**config.mk**
```make
export PLATFORM = sky130hd
export DESIGN_NAME = ugbt_queue
export DESIGN_NICKNAME = d
export VERILOG_FILES = /design/src/design/ugbt_pkg.sv /design/src/design/ugbt_queue.sv
export SDC_FILE = /design/constraint.sdc
export NUM_CORES = 1
export LEC_CHECK = 0
export BUFFER_PORTS_ARGS = -buffer_cell sky130_fd_sc_hd__buf_2
export CAP_MARGIN = 40
export CORE_AREA = 10 10 321 168
export DETAILED_ROUTE_END_ITERATION = 16
export DIE_AREA = 0 0 331 178
export PLACE_DENSITY = 0.76
export RECOVER_POWER = 25
export SYNTH_ARGS = -nofsm -noshare
export SYNTH_HDL_FRONTEND = slang
export SYNTH_SLANG_ARGS = --single-unit
```
**constraint.sdc**
```tcl
create_clock -name clk -period 22.9 [get_ports clk]
set_input_delay 4.58 -clock clk [delete_from_list [all_inputs] [get_ports clk]]
set_output_delay 4.58 -clock clk [all_outputs]
set_load 0.005 [all_outputs]
```
**src/design/ugbt_pkg.sv**
```systemverilog
`timescale 1ns / 1ps

package ugbt_pkg;

	localparam int GRID_SIDE  = 16;
	localparam int CELL_SLOTS = 16;
	localparam int NCELLS     = GRID_SIDE * GRID_SIDE;
	localparam int NSLOTS     = NCELLS * CELL_SLOTS;

	localparam int XW  = $clog2(GRID_SIDE);
	localparam int CW  = $clog2(NCELLS);
	localparam int SW  = (CELL_SLOTS > 1) ? $clog2(CELL_SLOTS) : 1;
	localparam int FW  = $clog2(CELL_SLOTS + 1);
	localparam int AW  = $clog2(NSLOTS);
	localparam int QW  = $clog2(GRID_SIDE + 1);
	localparam int QBW = $clog2(QW);
	localparam int DW  = 33 + $clog2(GRID_SIDE) + 1;

	localparam int REC_W   = 320;
	localparam int IN_W    = 384;
	localparam int OUT_W   = 24;
	localparam int CFG_IW  = 2;
	localparam int CFG_DW  = 32;

	localparam int STATUS_W = 2;
	localparam int CELLN_W  = 8;
	localparam int SLOTN_W  = 4;
	localparam int FILLA_W  = 5;

	localparam logic [CFG_IW-1:0] REG_MIN_X = 2'd0;
	localparam logic [CFG_IW-1:0] REG_MIN_Y = 2'd1;
	localparam logic [CFG_IW-1:0] REG_MAX_X = 2'd2;
	localparam logic [CFG_IW-1:0] REG_MAX_Y = 2'd3;

	localparam logic OP_ADD    = 1'b0;
	localparam logic OP_REMOVE = 1'b1;

	typedef enum logic [1:0] {
		ST_OK       = 2'd0,
		ST_FULL     = 2'd1,
		ST_NOTFOUND = 2'd2,
		ST_OOB      = 2'd3
	} ugbt_status_t;

	typedef enum logic [1:0] {
		F_IDLE,
		F_DIV,
		F_PUSH
	} ugbt_fstate_t;

	typedef enum logic [2:0] {
		B_IDLE,
		B_FRD,
		B_FCHK,
		B_SCAN,
		B_NEXT,
		B_SHRD,
		B_SHWR,
		B_RES
	} ugbt_bstate_t;

	typedef struct packed {
		logic             op;
		logic             oob;
		logic [XW-1:0]    cx;
		logic [XW-1:0]    cy;
		logic [REC_W-1:0] rec;
	} ugbt_item_t;

	typedef struct packed {
		logic push;
		logic pop;
		logic full;
		logic valid;
	} ugbt_qctl_t;

	function automatic logic [CW-1:0] cell_of(input logic [XW-1:0] x, input logic [XW-1:0] y);
		cell_of = CW'(CW'(x) * CW'(GRID_SIDE) + CW'(y));
	endfunction

	function automatic logic [AW-1:0] slot_addr(input logic [CW-1:0] c, input logic [SW-1:0] s);
		slot_addr = AW'(AW'(c) * AW'(CELL_SLOTS) + AW'(s));
	endfunction

endpackage

```
**src/design/ugbt_queue.sv**
```systemverilog
`timescale 1ns / 1ps

module ugbt_queue (
	input  logic                 clk,
	input  logic                 arst_n,
	input  ugbt_pkg::ugbt_qctl_t ctl_in,
	output ugbt_pkg::ugbt_qctl_t ctl_out,
	input  ugbt_pkg::ugbt_item_t wr_item,
	output ugbt_pkg::ugbt_item_t rd_item
);

	ugbt_pkg::ugbt_item_t ent_q [2];
	logic [1:0] cnt_q;
	logic       wp_q, rp_q;

	always_ff @(posedge clk or negedge arst_n) begin
		if (!arst_n) begin
			cnt_q <= '0;
			wp_q  <= 1'b0;
			rp_q  <= 1'b0;
		end else begin
			if (ctl_in.push) wp_q <= !wp_q;
			if (ctl_in.pop)  rp_q <= !rp_q;
			cnt_q <= cnt_q + 2'(ctl_in.push) - 2'(ctl_in.pop);
		end
	end

	always_ff @(posedge clk) begin
		if (ctl_in.push) ent_q[wp_q] <= wr_item;
	end

	always_comb begin
		ctl_out.push  = ctl_in.push;
		ctl_out.pop   = ctl_in.pop;
		ctl_out.full  = (cnt_q == 2'd2);
		ctl_out.valid = (cnt_q != 2'd0);
		rd_item       = ent_q[rp_q];
	end

	a_no_overflow: assert property (@(posedge clk) disable iff (!arst_n)
		ctl_in.push |-> (cnt_q != 2'd2))
		else $error("queue push while full");

	a_no_underflow: assert property (@(posedge clk) disable iff (!arst_n)
		ctl_in.pop |-> (cnt_q != 2'd0))
		else $error("queue pop while empty");

endmodule

```
==> results_dict.tcl <==
set metrics [dict create \
    cp.arrival_ns 4.87 \
    start_kind "input port" \
    ys.flop_type "edfxtp_1" \
    drc_errors 0 \
    gp_congestion 0.836 \
    rsz0062_at_grt "no" \
    end_kind "primary output" \
    drv_slew 0 \
    cts_htree_levels 2 \
    critPathMaxStageDelay_ns 0.15 \
    drv_cap 0 \
    rr_startpoint "wp_q" \
    drive_gt1_share_pct 57.9 \
    setup_violations 0 \
    die_h_um 178 \
    numCtsBuffers 56 \
    port_buffers 667 \
    synth_area_leader_cell "edfxtp_1" \
    die_area_um2 58900 \
    startpoint "ctl_in[3]" \
    path_cells "buf_2 -> buf_2" \
    ys.warnings.count 0 \
    max_freq_ghz 0.106 \
    core_um2 48100 \
    critPathTopFamily "buffers and inverters" \
    start_util_pct 52.7 \
    rows 57 \
    ant_nets 0 \
    overflow 0 \
    ys_async_sr_fraction_pct 0.602 \
    grt_pass1_wl_um 87700 \
    wl_um 64000 \
    synth_edf_count 660 \
    netlist_area_um2 25400 \
    ys_top_cells_by_count "edfxtp_1, mux2_4, mux2_2" \
    ios 670 \
    die_x_um 331 \
    clkLatencyLatePin_ns 0.59 \
    hold_viol 0 \
    clkTransAtPathRegs_ns 0.07 \
    grt_max_degree 184 \
    setup_tns_ns 0 \
    finalCritPeriodShare_pct 41.3 \
    wl_per_cell_um 26.0 \
    drt_first_pass_iters 5 \
    grt_use_total_pct 20.6 \
    ys_seq_elements 664 \
    fin_crit_ns 9.45 \
    slew_headroom_pct 20.8 \
    antenna_found_initial 24 \
    tightestPinTransition_ns 1.19 \
    powerDensity_nw_per_um2 123 \
    grt_pass1_vias 13203 \
    synth_top_cell_area_share_pct 78.2 \
    viasPerCell 5.15 \
    slowest_stage "buf_2" \
    mappedNetlistNets 1382 \
    leakagePower_uw 0.0124 \
    area_growth_pct 22.7 \
    worst_slack_ns 13.45 \
    cts_tree "yes" \
    hpwlAfterDp_um 46700 \
    hp-start "wp_q" \
    cts_root_buf "clkbuf_16" \
    fin_worst_skew_ns 0.00908 \
    yosys-top-cells-area "edfxtp_1, mux2_4, buf_8" \
    via_count 12694 \
    criticalPathCategory "input port to primary output" \
    r2r_setup_slack_ns 20.38 \
    yosysSeqAreaShare_pct 78.6 \
    fin_hold_ws_ns 0.547 \
    path_buf_inv 2 \
    crit_fanout 5 \
    final_util_pct 64.6 \
    post-cts-setup-buffers 0 \
    place_ws_ns 13.44 \
    ys_types 16 \
    cts_sinks 664 \
    cts_resized 0 \
    nNetsFinal 2092 \
    fillers 3393 \
    hp-class "register to register" \
    yosysMostFrequentCell "edfxtp_1" \
    synth_area_per_cell_um2 24.3 \
    cp.required_ns 18.32 \
    outcome "finished clean" \
    max-vdd-ir-drop_v 0.0000926 \
    clockBufferDepth 3 \
    synthCells 1044 \
    cts_hold_buffers 0 \
    crit_top_cell "buf_2" \
    drt_iter0_markers 1025 \
]
## state kept, by name, summed over array words and instances, names as in the netlist
| name | count |
|---|---|
| rp_q | 1 |
| wp_q | 1 |
| ent_q | 660 |
| cnt_q | 2 |
## final cells by class
type                            count  area (um2)  share of cell area (%)
Clock inverter                     38         283                   0.909
Clock buffer                       63        1430                    4.59
Antenna cell                       19        47.5                   0.153
Multi-Input combinational cell    339        4910                    15.8
Sequential cell                   664       19900                    64.1
Timing Repair Buffer              691        3690                    11.9
Inverter                            2        7.51                  0.0241
Tap cell                          649         812                    2.61
## per-layer routing
metal / vias up / share of wire [%] / GRT usage, %
met5: - / 0.055 / 0
met4: 6 / 3.5 / 8.88
met3: 117 / 4.9 / 4.93
met2: 375 / 59 / 40.0
met1: 6577 / 33 / 20.7
li1: 5619 / - / -
## where the power goes
group	leakage (uW)	internal, uW	switching [uW]	total, uW
Combinational	0.00528	635	607	1240
Sequential	0.00624	1610	57.1	1670
Clock	0.000843	491	420	911
Total	0.0124	2740	1080	3820
## stage by stage
step                      instance area, um2  power [uW]  instances
after CTS                              31100        3870       2446
after global placement                 29100        2900       2333
after floorplan                        25400        2600       1044
after detailed placement               29400        2950       2345
final                                  31100        3820       2465
after global routing                   31100        3970       2463
## cells in the final DEF (no fill, tap or decap)
master     count
edfxtp_1     660
buf_2        610
mux2_4       290
clkbuf_1      64
clkbuf_16     56
mux2_2        40
clkinv_1      21
diode_2       19
buf_16        11
buf_4         11
clkinv_2      10
bufinv_16      4
dfrtp_1        3
inv_1          2
xor2_1         2
ha_1           2
buf_12         2
xor3_1         1
nor2b_4        1
or2_2          1
nor2b_1        1
and2_4         1
clkinv_8       1
inv_6          1
clkinv_4       1
dfrtp_4        1
## logic make-up (layout without fill, tap and decap cells)
family,after synthesis,count (layout),share of synthesized area (%)
fa+ha+maj,2,2,0.0987
buf+inv,41,794,2.13
mux,330,330,18.9
other cells,0,19,0
simple gates,4,4,0.0987
xor+xnor,3,3,0.163
flops,664,664,78.6
## worst paths after layout
check                      cells past startpoint      endpoint
setup reg to reg                               4  ent_q[0][30]
hold / removal                                 1          wp_q
hold reg to reg                                1          wp_q
setup / recovery                               2    ctl_out[3]
max in group asynchronous                      1          rp_q
min in group asynchronous                      1      cnt_q[1]
(Power assumes the default switching activity.)
