<file path="src/design/ugbt_pkg.sv">
`timescale 1ns / 1ps

package ugbt_pkg;

	localparam int GRID_SIDE  = 16;
	localparam int CELL_SLOTS = 16;
	localparam int NCELLS     = GRID_SIDE * GRID_SIDE;
	localparam int NSLOTS     = NCELLS * CELL_SLOTS;

	localparam int XW  = $clog2(GRID_SIDE);
	localparam int CW  = $clog2(NCELLS);
	localparam int SW  = (CELL_SLOTS > 1) ? $clog2(CELL_SLOTS) : 1;
	localparam int FW  = $clog2(CELL_SLOTS + 1);
	localparam int AW  = $clog2(NSLOTS);
	localparam int QW  = $clog2(GRID_SIDE + 1);
	localparam int QBW = $clog2(QW);
	localparam int DW  = 33 + $clog2(GRID_SIDE) + 1;

	localparam int REC_W   = 320;
	localparam int IN_W    = 384;
	localparam int OUT_W   = 24;
	localparam int CFG_IW  = 2;
	localparam int CFG_DW  = 32;

	localparam int STATUS_W = 2;
	localparam int CELLN_W  = 8;
	localparam int SLOTN_W  = 4;
	localparam int FILLA_W  = 5;

	localparam logic [CFG_IW-1:0] REG_MIN_X = 2'd0;
	localparam logic [CFG_IW-1:0] REG_MIN_Y = 2'd1;
	localparam logic [CFG_IW-1:0] REG_MAX_X = 2'd2;
	localparam logic [CFG_IW-1:0] REG_MAX_Y = 2'd3;

	localparam logic OP_ADD    = 1'b0;
	localparam logic OP_REMOVE = 1'b1;

	typedef enum logic [1:0] {
		ST_OK       = 2'd0,
		ST_FULL     = 2'd1,
		ST_NOTFOUND = 2'd2,
		ST_OOB      = 2'd3
	} ugbt_status_t;

	typedef enum logic [1:0] {
		F_IDLE,
		F_DIV,
		F_PUSH
	} ugbt_fstate_t;

	typedef enum logic [2:0] {
		B_IDLE,
		B_FRD,
		B_FCHK,
		B_SCAN,
		B_NEXT,
		B_SHRD,
		B_SHWR,
		B_RES
	} ugbt_bstate_t;

	typedef struct packed {
		logic             op;
		logic             oob;
		logic [XW-1:0]    cx;
		logic [XW-1:0]    cy;
		logic [REC_W-1:0] rec;
	} ugbt_item_t;

	typedef struct packed {
		logic push;
		logic pop;
		logic full;
		logic valid;
	} ugbt_qctl_t;

	function automatic logic [CW-1:0] cell_of(input logic [XW-1:0] x, input logic [XW-1:0] y);
		cell_of = CW'(CW'(x) * CW'(GRID_SIDE) + CW'(y));
	endfunction

	function automatic logic [AW-1:0] slot_addr(input logic [CW-1:0] c, input logic [SW-1:0] s);
		slot_addr = AW'(AW'(c) * AW'(CELL_SLOTS) + AW'(s));
	endfunction

endpackage

</file>
<file path="src/design/ugbt_front.sv">
`timescale 1ns / 1ps

module ugbt_front (
	input  logic                        clk,
	input  logic                        arst_n,
	input  logic                        s_axis_tvalid,
	output logic                        s_axis_tready,
	input  logic [ugbt_pkg::IN_W-1:0]   s_axis_tdata,
	input  logic                        s_axis_tuser,
	input  logic                        cfg_we,
	input  logic [ugbt_pkg::CFG_IW-1:0] cfg_index,
	input  logic [ugbt_pkg::CFG_DW-1:0] cfg_data,
	input  logic                        q_full,
	output logic                        q_push,
	output ugbt_pkg::ugbt_item_t        q_item
);

	ugbt_pkg::ugbt_fstate_t state_q, state_d;

	logic signed [31:0] min_x_q, min_y_q, max_x_q, max_y_q;

	logic                          op_q, oob_q;
	logic [ugbt_pkg::REC_W-1:0]    rec_q;
	logic [ugbt_pkg::DW-1:0]       rem_x_q, rem_y_q;
	logic [32:0]                   dvs_x_q, dvs_y_q;
	logic [ugbt_pkg::QW-1:0]       qx_q, qy_q;
	logic [ugbt_pkg::QBW-1:0]      b_q;

	logic signed [32:0] px, py, off_x, off_y, rng_x, rng_y;
	logic               oob_in;
	logic [ugbt_pkg::DW-1:0] sh_x, sh_y;
	logic [ugbt_pkg::XW-1:0] cx, cy;

	logic accept;

	always_ff @(posedge clk or negedge arst_n) begin
		if (!arst_n) begin
			min_x_q <= '0;
			min_y_q <= '0;
			max_x_q <= 32'sd65536;
			max_y_q <= 32'sd65536;
		end else if (cfg_we) begin
			case (cfg_index)
				ugbt_pkg::REG_MIN_X: min_x_q <= cfg_data;
				ugbt_pkg::REG_MIN_Y: min_y_q <= cfg_data;
				ugbt_pkg::REG_MAX_X: max_x_q <= cfg_data;
				ugbt_pkg::REG_MAX_Y: max_y_q <= cfg_data;
				default: ;
			endcase
		end
	end

	always_comb begin
		px    = 33'(signed'(s_axis_tdata[31:0]));
		py    = 33'(signed'(s_axis_tdata[63:32]));
		off_x = px - 33'(min_x_q);
		off_y = py - 33'(min_y_q);
		rng_x = 33'(max_x_q) - 33'(min_x_q);
		rng_y = 33'(max_y_q) - 33'(min_y_q);
		oob_in = (rng_x <= 0) || (off_x < 0) || (px > 33'(max_x_q)) ||
			(rng_y <= 0) || (off_y < 0) || (py > 33'(max_y_q));
	end

	always_ff @(posedge clk or negedge arst_n) begin
		if (!arst_n) state_q <= ugbt_pkg::F_IDLE;
		else         state_q <= state_d;
	end

	always_comb begin
		state_d = state_q;
		case (state_q)
			ugbt_pkg::F_IDLE: if (s_axis_tvalid) state_d = ugbt_pkg::F_DIV;
			ugbt_pkg::F_DIV:  if (b_q == '0) state_d = ugbt_pkg::F_PUSH;
			ugbt_pkg::F_PUSH: if (!q_full) state_d = ugbt_pkg::F_IDLE;
			default:          state_d = ugbt_pkg::F_IDLE;
		endcase
	end

	always_comb begin
		s_axis_tready = 1'b0;
		q_push        = 1'b0;
		case (state_q)
			ugbt_pkg::F_IDLE: s_axis_tready = 1'b1;
			ugbt_pkg::F_PUSH: q_push = !q_full;
			default: ;
		endcase
	end

	assign accept = s_axis_tvalid && s_axis_tready;

	assign sh_x = ugbt_pkg::DW'(dvs_x_q) << b_q;
	assign sh_y = ugbt_pkg::DW'(dvs_y_q) << b_q;

	// restoring division, one quotient bit per cycle on both axes
	always_ff @(posedge clk) begin
		if (accept) begin
			op_q    <= s_axis_tuser;
			oob_q   <= oob_in;
			rec_q   <= s_axis_tdata[ugbt_pkg::IN_W-1:64];
			rem_x_q <= ugbt_pkg::DW'(ugbt_pkg::DW'(off_x[31:0]) * ugbt_pkg::DW'(ugbt_pkg::GRID_SIDE));
			rem_y_q <= ugbt_pkg::DW'(ugbt_pkg::DW'(off_y[31:0]) * ugbt_pkg::DW'(ugbt_pkg::GRID_SIDE));
			dvs_x_q <= rng_x;
			dvs_y_q <= rng_y;
			qx_q    <= '0;
			qy_q    <= '0;
			b_q     <= ugbt_pkg::QBW'(ugbt_pkg::QW - 1);
		end else if (state_q == ugbt_pkg::F_DIV) begin
			if (rem_x_q >= sh_x) begin
				rem_x_q   <= rem_x_q - sh_x;
				qx_q[b_q] <= 1'b1;
			end
			if (rem_y_q >= sh_y) begin
				rem_y_q   <= rem_y_q - sh_y;
				qy_q[b_q] <= 1'b1;
			end
			if (b_q != '0) b_q <= b_q - 1'b1;
		end
	end

	always_comb begin
		cx = (qx_q > ugbt_pkg::QW'(ugbt_pkg::GRID_SIDE - 1)) ?
			ugbt_pkg::XW'(ugbt_pkg::GRID_SIDE - 1) : ugbt_pkg::XW'(qx_q);
		cy = (qy_q > ugbt_pkg::QW'(ugbt_pkg::GRID_SIDE - 1)) ?
			ugbt_pkg::XW'(ugbt_pkg::GRID_SIDE - 1) : ugbt_pkg::XW'(qy_q);
		q_item.op  = op_q;
		q_item.oob = oob_q;
		q_item.cx  = cx;
		q_item.cy  = cy;
		q_item.rec = rec_q;
	end

endmodule

</file>
<file path="config.mk">
export PLATFORM = sky130hd
export DESIGN_NAME = ugbt_front
export DESIGN_NICKNAME = d
export VERILOG_FILES = /design/src/design/ugbt_pkg.sv /design/src/design/ugbt_front.sv
export SDC_FILE = /design/constraint.sdc
export NUM_CORES = 1
export LEC_CHECK = 0
export BUFFER_PORTS_ARGS = -buffer_cell sky130_fd_sc_hd__clkbuf_2
export CAP_MARGIN = 15
export CORE_AREA = 2 2 297 299
export CTS_CLUSTER_DIAMETER = 60
export CTS_CLUSTER_SIZE = 28
export DETAILED_ROUTE_END_ITERATION = 16
export DIE_AREA = 0 0 299 301
export GPL_ROUTABILITY_DRIVEN = 0
export PLACE_DENSITY = 0.58
export SETUP_SLACK_MARGIN = 0.02
export SLEW_MARGIN = 20
export SYNTH_ARGS = -nofsm -noshare
export SYNTH_HDL_FRONTEND = slang
export SYNTH_SLANG_ARGS = --single-unit
</file>
<file path="constraint.sdc">
create_clock -name clk -period 36.6 [get_ports clk]
set_input_delay 7.32 -clock clk [delete_from_list [all_inputs] [get_ports clk]]
set_output_delay 7.32 -clock clk [all_outputs]
set_load 0.02 [all_outputs]
</file>
==> results.py <==
metrics = {
    "grt": {
        "grt_pass1_wl_um": 181100,
        "overflow": 0,
        "antenna_found_initial": 27,
        "grt_max_degree": 134,
        "grt_pass1_vias": 25670,
        "grt_usage": 0.2805,
    },
    "cells_and_area": {
        "nFillCells": 8018,
        "area_growth_pct": 21.45,
        "drive_gt1_frac": 0.2952,
        "final_cell_area_um2": 41850,
        "stdcell_count": 4921,
        "nets": 4400,
    },
    "floorplanning": {
        "io_pins": 756,
        "dieWidth_um": 299,
        "die-area_um2": 90000,
        "start_util": 0.3985,
        "rows": 108,
        "dieHeight_um": 301,
        "core_area_um2": 86480,
    },
    "route": {
        "antenna_left": 0,
        "drtPass1Iterations": 5,
        "drt-total-wl_um": 130000,
        "drt-wirelength-per-cell_um": 26.42,
        "vias": 27200,
        "vias_per_cell": 5.527,
        "drc_errors": 0,
        "drt_iter0_markers": 2333,
    },
    "critical_path": {
        "critical_path_arrival_ps": 7730,
        "crit_fanout": 2,
        "start_kind": "primary input",
        "crit_path_end_kind": "output pin",
        "required_ps": 29280,
        "r2r-start": "b_q[0]$_SDFFE_PP0P_",
        "worstSetupPathType": "in -> out",
        "startpoint": "q_full",
    },
    "synthesis": {
        "synth_warnings": 0,
        "syn_inst": 2936,
        "syn_area_um2": 34460,
        "syn_area_per_cell_um2": 11.74,
        "syn-num-nets": 3636,
        "synth_edf_count": 452,
        "ys_ff_latch": 607,
        "synthArstFlopShare": 0.2142,
        "yosysUniqueCellTypes": 106,
        "yosysSeqAreaShare": 0.5029,
        "synthFlopType": "edfxtp_1",
    },
    "clock_tree": {
        "cts_tree": "built",
        "cts_resized": 0,
        "root_buffer": "clkbuf_16",
        "cts_hold_buf": 0,
        "cts_max_level": 3,
        "insertion_delay_ps": 640,
        "cts_setup_buffers": 0,
        "cts.sinks": 607,
        "clk_pin_slew_ps": 50,
        "clock_path_buffers": 3,
        "cts_made_buffers": 66,
    },
    "place": {
        "port_buffers": 755,
        "postPlaceCellArea_um2": 39530,
        "hpwl_um": 107100,
        "place_inst": 4787,
    },
    "timing": {
        "hold_viol": 0,
        "fin_tns_setup_ps": 0,
        "clock_skew_ps": 29.58,
        "max_freq_mhz": 66.43,
        "drv_slew": 0,
        "setup_viol": 0,
        "finalCriticalPeriod_ps": 15050,
        "tightest_slew_ps": 1074,
        "timing.hold.ws_ps": 463.1,
        "max_slew_margin": 0.2843,
        "period_share": 0.4113,
        "rsz0062_at_grt": "no",
    },
    "min_path": {
        "hold_start": "rem_y_q[3]$_SDFFE_PP0P_",
        "hp-class": "reg -> reg",
    },
    "power_and_ir_drop": {
        "peakVddDrop_v": 0.00005697,
        "total_leakage_power_uw": 0.01827,
        "pwr_density_cell_nw_per_um2": 97.56,
    },
    "status": {
        "status": "finished clean",
    },
    "flow_run": {
        "cap_viol_max_count": 0,
    },
}
[cells by family (layout without fill, tap and decap cells)]
family / Yosys count / in the layout / synth area share
buffers and inverters: 276 / 1093 / 0.03137
muxes: 221 / 221 / 0.08536
adders and majority gates: 276 / 276 / 0.1015
DFF: 607 / 607 / 0.5029
and+or+nand+nor: 626 / 626 / 0.09215
AOI/OAI and AO/OA: 777 / 777 / 0.1478
other: 0 / 13 / 0
xor gates and xnor gates: 153 / 153 / 0.03889
[critical path, stage by stage]
cell	delay, ps
clkbuf_2	100
nor2b_1	130
clkbuf_2	190
[metal layers]
| layer | vias up | share of wire | routed length, um | GRT usage |
|---|---|---|---|---|
| li1 | 12710 | - | - | - |
| met3 | 124 | 0.12 | 15010 | 0.1159 |
| met5 | - | 0.0040 | 523 | 0.04021 |
| met4 | 20 | 0.019 | 2504 | 0.06643 |
| met1 | 13290 | 0.41 | 53870 | 0.3662 |
| met2 | 1056 | 0.45 | 58100 | 0.4295 |
[through the flow]
step | util | setup slack, ps | power, uW
floorplan | - | 17460 | 2781
global route | 0.4838 | 21500 | 4362
CTS | 0.4836 | 21550 | 4083
detailed placement | 0.4571 | 21550 | 3357
finish | 0.4839 | 21550 | 4083
global placement | 0.4571 | 21550 | 3345
[power by group]
part	internal [uW]	switching [uW]	total, uW
clock	378	329	707
sequential	1010	114	1130
combinational	871	1380	2250
[placed cells by master (no fill, tap or decap), types with 10 or more instances in the layout]
cell / netlist / final
a31oi_1: 25 / 25
diode_2: 0 / 13
or2_2: 19 / 19
clkbuf_2: 0 / 754
clkbuf_16: 0 / 72
or3_1: 17 / 17
o21a_1: 36 / 36
o21bai_1: 17 / 17
nand3_1: 56 / 56
nand4_1: 34 / 34
o211ai_1: 14 / 14
nor2b_1: 39 / 39
buf_4: 4 / 20
nand2b_1: 26 / 26
a211oi_1: 34 / 34
nand2_1: 165 / 162
nor3_1: 44 / 44
o21ai_0: 151 / 151
dfxtp_1: 25 / 23
mux2i_1: 70 / 70
a21oi_1: 193 / 193
and3_1: 25 / 25
o22ai_1: 56 / 56
xor2_1: 67 / 67
mux2_2: 103 / 103
nor2_1: 126 / 126
dfrtp_1: 128 / 128
inv_1: 195 / 194
edfxtp_1: 452 / 452
a21o_1: 117 / 117
xnor2_1: 86 / 86
inv_6: 0 / 16
nor4_1: 12 / 12
ha_1: 270 / 270
mux4_2: 48 / 48
inv_8: 0 / 10
and2_1: 20 / 20
[Yosys cell counts, drive strengths merged (17+ instances only)]
| cell type | number | share of area |
|---|---|---|
| dfxtp | 25 | 0.015 |
| and2 | 20 | 0.0036 |
| a31oi | 25 | 0.0045 |
| and3 | 26 | 0.0049 |
| buf | 36 | 0.0052 |
| a21oi | 194 | 0.028 |
| a21o | 117 | 0.025 |
| o21ai | 163 | 0.024 |
| nor2b | 41 | 0.0079 |
| clkbuf | 43 | 0.0047 |
| o22ai | 56 | 0.010 |
| nand2 | 166 | 0.018 |
| nand3 | 57 | 0.0084 |
| ha | 270 | 0.098 |
| xor2 | 67 | 0.017 |
| mux2 | 103 | 0.034 |
| edfxtp | 452 | 0.39 |
| o21a | 36 | 0.0078 |
| nor3 | 45 | 0.0067 |
| xnor2 | 86 | 0.022 |
| inv | 195 | 0.021 |
| dfrtp | 128 | 0.093 |
| mux2i | 70 | 0.020 |
| o21bai | 17 | 0.0037 |
| or2 | 20 | 0.0036 |
| nor2 | 127 | 0.014 |
| or3 | 17 | 0.0031 |
| a211oi | 36 | 0.0081 |
| nand4 | 34 | 0.0062 |
| mux4 | 48 | 0.031 |
| nand2b | 26 | 0.0047 |
[worst paths after layout]
kind / endpoint / slack (ps) / depth (start not counted)
min reg2reg: rem_y_q[3]$_SDFFE_PP0P_ / 460 / 2
min: rem_y_q[3]$_SDFFE_PP0P_ / 460 / 2
max in group asynchronous: max_x_q[8]$_DFFE_PN0P_ / 28550 / 2
min in group asynchronous: state_q[0]$_DFFE_PN0P_ / 6730 / 1
max: q_push / 21550 / 3
max reg2reg: rem_y_q[20]$_DFFE_PP_ / 30380 / 16
[sequential cells by signal (all words and copies together) (netlist names)]
| register | flops |
|---|---|
| rem_y_q | 38 |
| min_y_q | 32 |
| max_y_q | 32 |
| oob_q | 1 |
| dvs_y_q | 33 |
| b_q | 3 |
| rec_q | 320 |
| op_q | 1 |
| qx_q | 5 |
| min_x_q | 32 |
| qy_q | 5 |
| dvs_x_q | 33 |
| state_q | 2 |
| max_x_q | 32 |
| rem_x_q | 38 |
[layout make-up]
class,count,area [um2],area share
Inverter,197,747.0,0.01785
Tap cell,1155,1445,0.03453
Clock buffer,77,1821,0.04350
Sequential cell,607,17340,0.4142
Clock inverter,44,466.7,0.01115
Timing Repair Buffer,775,3935,0.09402
Antenna cell,13,32.53,0.0007773
Multi-Input combinational cell,2053,16070,0.3839
Note: power is estimated with default switching activity, not from simulation.
